`src/rtl/irtl_pkg.sv`:
```
// Shared types and constants for the IPv4 route table lookup block.
`default_nettype none
package irtl_pkg;

	localparam int TABLE_DEPTH_DEF = 16;
	localparam int DEVICE_BITS_DEF = 4;
	localparam int ADDR_W          = 32;
	localparam int QUEUE_DEPTH     = 2;

	// Request codes as presented on the action field.
	localparam logic [1:0] ACT_ADD    = 2'd0;
	localparam logic [1:0] ACT_DEL    = 2'd1;
	localparam logic [1:0] ACT_LOOKUP = 2'd2;

	// Result status codes.
	localparam logic [1:0] ST_OK   = 2'd0;
	localparam logic [1:0] ST_FULL = 2'd1;
	localparam logic [1:0] ST_MISS = 2'd2;

	typedef enum logic [1:0] {
		OP_ADD,
		OP_DEL,
		OP_LOOKUP,
		OP_NOP
	} op_t;

	typedef struct packed {
		op_t               op;
		logic [ADDR_W-1:0] addr;
		logic [ADDR_W-1:0] mask;
		logic [ADDR_W-1:0] gw;
	} req_t;

endpackage
`default_nettype wire

```
`src/rtl/irtl_front.sv`:
```
// Front end: accept requests, decode the action and hold them in a short queue.
`default_nettype none
module irtl_front #(
	parameter int DEVICE_BITS = irtl_pkg::DEVICE_BITS_DEF
) (
	input  wire logic                           clk,
	input  wire logic                           arst_n,
	input  wire logic                           in_valid,
	output logic                                in_ready,
	input  wire logic [1:0]                     action,
	input  wire logic [irtl_pkg::ADDR_W-1:0]    ip_address,
	input  wire logic [irtl_pkg::ADDR_W-1:0]    route_mask,
	input  wire logic [irtl_pkg::ADDR_W-1:0]    route_gateway,
	input  wire logic [DEVICE_BITS-1:0]         route_device,
	output logic                                q_valid,
	output irtl_pkg::req_t                      q_req,
	output logic [DEVICE_BITS-1:0]              q_dev,
	input  wire logic                           q_pop
);

	localparam int QD    = irtl_pkg::QUEUE_DEPTH;
	localparam int PTR_W = $clog2(QD);
	localparam int CNT_W = $clog2(QD + 1);

	irtl_pkg::req_t         req_mem_q [QD];
	logic [DEVICE_BITS-1:0] dev_mem_q [QD];
	logic [PTR_W-1:0]       wr_ptr_q;
	logic [PTR_W-1:0]       rd_ptr_q;
	logic [CNT_W-1:0]       count_q;
	irtl_pkg::req_t         req_in;
	logic                   push;
	logic                   pop;

	// Decode the action; unknown codes become a no-op that reports a miss.
	always_comb begin
		req_in.addr = ip_address;
		req_in.mask = route_mask;
		req_in.gw   = route_gateway;
		case (action)
			irtl_pkg::ACT_ADD:    req_in.op = irtl_pkg::OP_ADD;
			irtl_pkg::ACT_DEL:    req_in.op = irtl_pkg::OP_DEL;
			irtl_pkg::ACT_LOOKUP: req_in.op = irtl_pkg::OP_LOOKUP;
			default:              req_in.op = irtl_pkg::OP_NOP;
		endcase
	end

	assign in_ready = (count_q != CNT_W'(QD));
	assign q_valid  = (count_q != '0);
	assign push     = in_valid && in_ready;
	assign pop      = q_pop && q_valid;
	assign q_req    = req_mem_q[rd_ptr_q];
	assign q_dev    = dev_mem_q[rd_ptr_q];

	always_ff @(posedge clk) begin
		if (push) begin
			req_mem_q[wr_ptr_q] <= req_in;
			dev_mem_q[wr_ptr_q] <= route_device;
		end
	end

	always_ff @(posedge clk or negedge arst_n) begin
		if (!arst_n) begin
			wr_ptr_q <= '0;
			rd_ptr_q <= '0;
			count_q  <= '0;
		end else begin
			if (push) wr_ptr_q <= wr_ptr_q + PTR_W'(1);
			if (pop)  rd_ptr_q <= rd_ptr_q + PTR_W'(1);
			case ({push, pop})
				2'b10:   count_q <= count_q + CNT_W'(1);
				2'b01:   count_q <= count_q - CNT_W'(1);
				default: count_q <= count_q;
			endcase
		end
	end

endmodule
`default_nettype wire

```
`config.mk`:
```
export PLATFORM = sky130hd
export DESIGN_NAME = irtl_front
export DESIGN_NICKNAME = d
export VERILOG_FILES = /design/src/rtl/irtl_pkg.sv /design/src/rtl/irtl_front.sv
export SDC_FILE = /design/constraint.sdc
export NUM_CORES = 1
export LEC_CHECK = 0
export BUFFER_PORTS_ARGS = -buffer_cell sky130_fd_sc_hd__buf_2
export CAP_MARGIN = 15
export CORE_MARGIN = 2
export CORE_UTILIZATION = 52
export CTS_CLUSTER_SIZE = 28
export DETAILED_ROUTE_END_ITERATION = 10
export GPL_ROUTABILITY_DRIVEN = 0
export GPL_TIMING_DRIVEN = 0
export MAX_ROUTING_LAYER = met4
export PLACE_DENSITY = 0.76
export SLEW_MARGIN = 10
export SYNTH_ARGS = -nofsm -noshare
export SYNTH_HDL_FRONTEND = slang
export SYNTH_SLANG_ARGS = --single-unit
```
`constraint.sdc`:
```
create_clock -name clk -period 6.65 [get_ports clk]
set_clock_uncertainty 0.15 [all_clocks]
set_input_delay 0.665 -clock clk [delete_from_list [all_inputs] [get_ports clk]]
set_output_delay 0.665 -clock clk [all_outputs]
set_load 0.05 [all_outputs]
```
==> results.sh <==
export IMPL_grt_max_degree=57
export IMPL_netlist_instances=336
export IMPL_r2r_end="req_mem_q[0][49]"
export IMPL_synth_seq_cells=208
export IMPL_fin_setup_tns_ns=0
export IMPL_synth_avg_cell_area_um2=22.6
export IMPL_timing_final_crit_share=0.403
export IMPL_peakVddDrop_mv=0.371
export IMPL_die_y_um=125
export IMPL_grt_pass1_wl_mm=21.4
export IMPL_period_minus_slack_ns=2.68
export IMPL_root_buffer="clkbuf_16"
export IMPL_leakage_nw=3.59
export IMPL_swShare=0.409
export IMPL_reg2reg_slack_ns=4.29
export IMPL_hold_viol_final=0
export IMPL_nets=677
export IMPL_drive_above_1_share=0.610
export IMPL_clock_latency_ns=0.48
export IMPL_finalSetupViolations=0
export IMPL_rows=44
export IMPL_drtAntennaViolNets=0
export IMPL_comb_power_share=0.429
export IMPL_crit_path_max_fanout=10
export IMPL_vias=3943
export IMPL_ys_warn_count=0
export IMPL_die_w_um=125
export IMPL_drt_total_wl_mm=14.0
export IMPL_clk_pin_slew_worst_paths_ns=0.06
export IMPL_dpl_hpwl_mm=9.55
export IMPL_gr_usage_all_layers=0.180
export IMPL_cts_repair_resized=0
export IMPL_yosysSeqAreaShare=0.822
export IMPL_cts_max_level=1
export IMPL_pwr_share_seq=0.370
export IMPL_p_switching_w=0.00206
export IMPL_antenna_found_initial=0
export IMPL_rsz0062_at_grt="false"
export IMPL_worst_setup_path_start_kind="flip-flop"
export IMPL_clkPwrFrac=0.201
export IMPL_wl_per_cell_um=18.3
export IMPL_drc=0
export IMPL_path_class="reg -> out"
export IMPL_crit_arrival_ns=1.87
export IMPL_dieArea_um2=15600
export IMPL_dp_slack_ns=4.09
export IMPL_first_pass_iters=4
export IMPL_hold_path_endpoint="req_mem_q[1][40]"
export IMPL_r2r_start="count_q[0]"
export IMPL_crit_required_ns=5.83
export IMPL_cts_tree="yes"
export IMPL_cts_buffers=20
export IMPL_syn_to_final_growth_pct=26.0
export IMPL_maxCapViolCount=0
export IMPL_cts_sinks=208
export IMPL_reg2reg_depth=5
export IMPL_intPower_w=0.00298
export IMPL_synth_nets=443
export IMPL_status="complete, no violations"
export IMPL_grt_ovfl_total=0
export IMPL_synth_distinct_cells=16
export IMPL_n_antenna_cell=0
export IMPL_setup_ws_ns=3.97
export IMPL_worstSetupEndpointType="primary output"
export IMPL_syn_area_um2=7580
export IMPL_drtIter0Drc=221
export IMPL_core_um2=14400
export IMPL_avgViaCountPerCell=5.15
export IMPL_ctsLongestPathBuffers=3
export IMPL_power_density_nw_per_um2=528
export IMPL_max_clock_freq_mhz=373
export IMPL_maxSlewViolCount=0
export IMPL_grt_pass1_vias=4168
export IMPL_min_from="route_mask[8]"
export IMPL_tightest_slew_ns=0.840
export IMPL_slew_headroom=0.439
export IMPL_nFillCells=1002
export IMPL_min_path_cells=1
export IMPL_port_buffers=207
export IMPL_ioPinCount=210
export IMPL_hp_class="in -> reg"
export IMPL_start_util=0.527
==> logic make-up after synthesis <==
| kind of cell | count (synthesis) | share of synthesized area |
|---|---|---|
| flops | 208 | 0.822 |
| mux | 102 | 0.152 |
| buf+inv | 13 | 0.0144 |
| simple gates | 7 | 0.00512 |
| xor+xnor | 5 | 0.00578 |
| fa+ha+maj | 1 | 0.00165 |
==> cell type report <==
class	count	area, um2	share of cell area
Sequential cell	208	6230	0.652
Multi-Input combinational cell	115	1260	0.132
Timing Repair Buffer	212	1140	0.119
Clock buffer	26	544	0.0570
Tap cell	184	230	0.0241
Buffer	13	109	0.0114
Clock inverter	8	42.5	0.00445
==> cells in the mapped netlist, drive strengths merged <==
cell    instances  share of area
edfxtp        204           0.81
mux2          102           0.15
buf            11          0.013
dfrtp           4          0.013
xnor2           3         0.0035
clkbuf          2        0.00099
nor2            2        0.00099
xor2            2         0.0023
and2            1         0.0012
and3            1        0.00083
ha              1         0.0017
nand2           1        0.00049
nand2b          1        0.00083
or2             1        0.00083
==> worst max-delay path by stage <==
| stage | from | endpoint | slack [ns] | depth (start not counted) |
|---|---|---|---|---|
| 2_1_floorplan | count_q[0] | dev_mem_q[0][0] | 0.61 | 3 |
| 3_3_place_gp | in_valid | req_mem_q[0][18] | -1.18 | 3 |
| 3_5_place_dp | in_valid | req_mem_q[0][27] | 4.09 | 5 |
| 4_1_cts | rd_ptr_q | q_req[11] | 3.93 | 4 |
| 5_1_grt | rd_ptr_q | q_req[25] | 3.89 | 4 |
| 6_report | rd_ptr_q | q_req[28] | 3.97 | 4 |
==> power groups by stage <==
stage	combinational [W]	sequential, W	clock, W
5_1_grt	0.00226	0.00189	0.00110
3_5_place_dp	0.00218	0.00189	0
6_report	0.00216	0.00186	0.00102
2_1_floorplan	0.00169	0.00190	0
3_3_place_gp	0.00210	0.00193	0
4_1_cts	0.00219	0.00187	0.00104
==> through the flow <==
| step | cell area, um2 | total power, W | hold slack (ns) | cells | utilization |
|---|---|---|---|---|---|
| 6_report | 9550 | 0.00504 | 0.219 | 766 | 0.665 |
| 5_1_grt | 9550 | 0.00524 | 0.200 | 766 | 0.665 |
| 4_1_cts | 9550 | 0.00510 | 0.203 | 766 | 0.665 |
| 3_5_place_dp | 8950 | 0.00407 | 0.329 | 731 | 0.623 |
| 3_3_place_gp | 8840 | 0.00403 | 0.321 | 727 | 0.616 |
| 2_1_floorplan | 7580 | 0.00359 | 0.219 | 336 | - |
==> sequential cells by signal, indices dropped and copies added, names as in the netlist <==
signal	flops
dev_mem_q	8
req_mem_q	196
rd_ptr_q	1
count_q	2
wr_ptr_q	1
==> worst max-delay path, stage by stage (launching register included) <==
cell and delay, ns:
dfrtp_1 0.38, buf_4 0.25, buf_6 0.19, mux2_2 0.35, buf_2 0.22
==> what timing repair did <==
item,4_1_cts,5_1_grt
endpoints found under the hold margin,4,0
setup buffers,0,0
setup endpoints to repair,0,0
hold buffers,1,0
==> per-layer routing <==
metal / vias up / wire, um / global-route usage
li1: 1804 / - / -
met1: 1952 / 5640 / 0.219
met2: 160 / 6970 / 0.300
met3: 27 / 1110 / 0.0464
met4: 0 / 318 / 0.0542
met5: - / 0 / -
==> cell usage in the layout, fill, tap and decap left out, types with 2 or more instances in the layout <==
cell type / instances
edfxtp_1: 204
clkbuf_16: 21
xnor2_1: 3
buf_2: 210
buf_6: 7
xor2_1: 2
clkinv_1: 2
mux2_2: 102
buf_16: 2
clkinv_2: 4
buf_12: 2
clkbuf_1: 7
dfrtp_1: 4
clkinvlp_4: 2
Note: power is estimated with default switching activity, not from simulation.
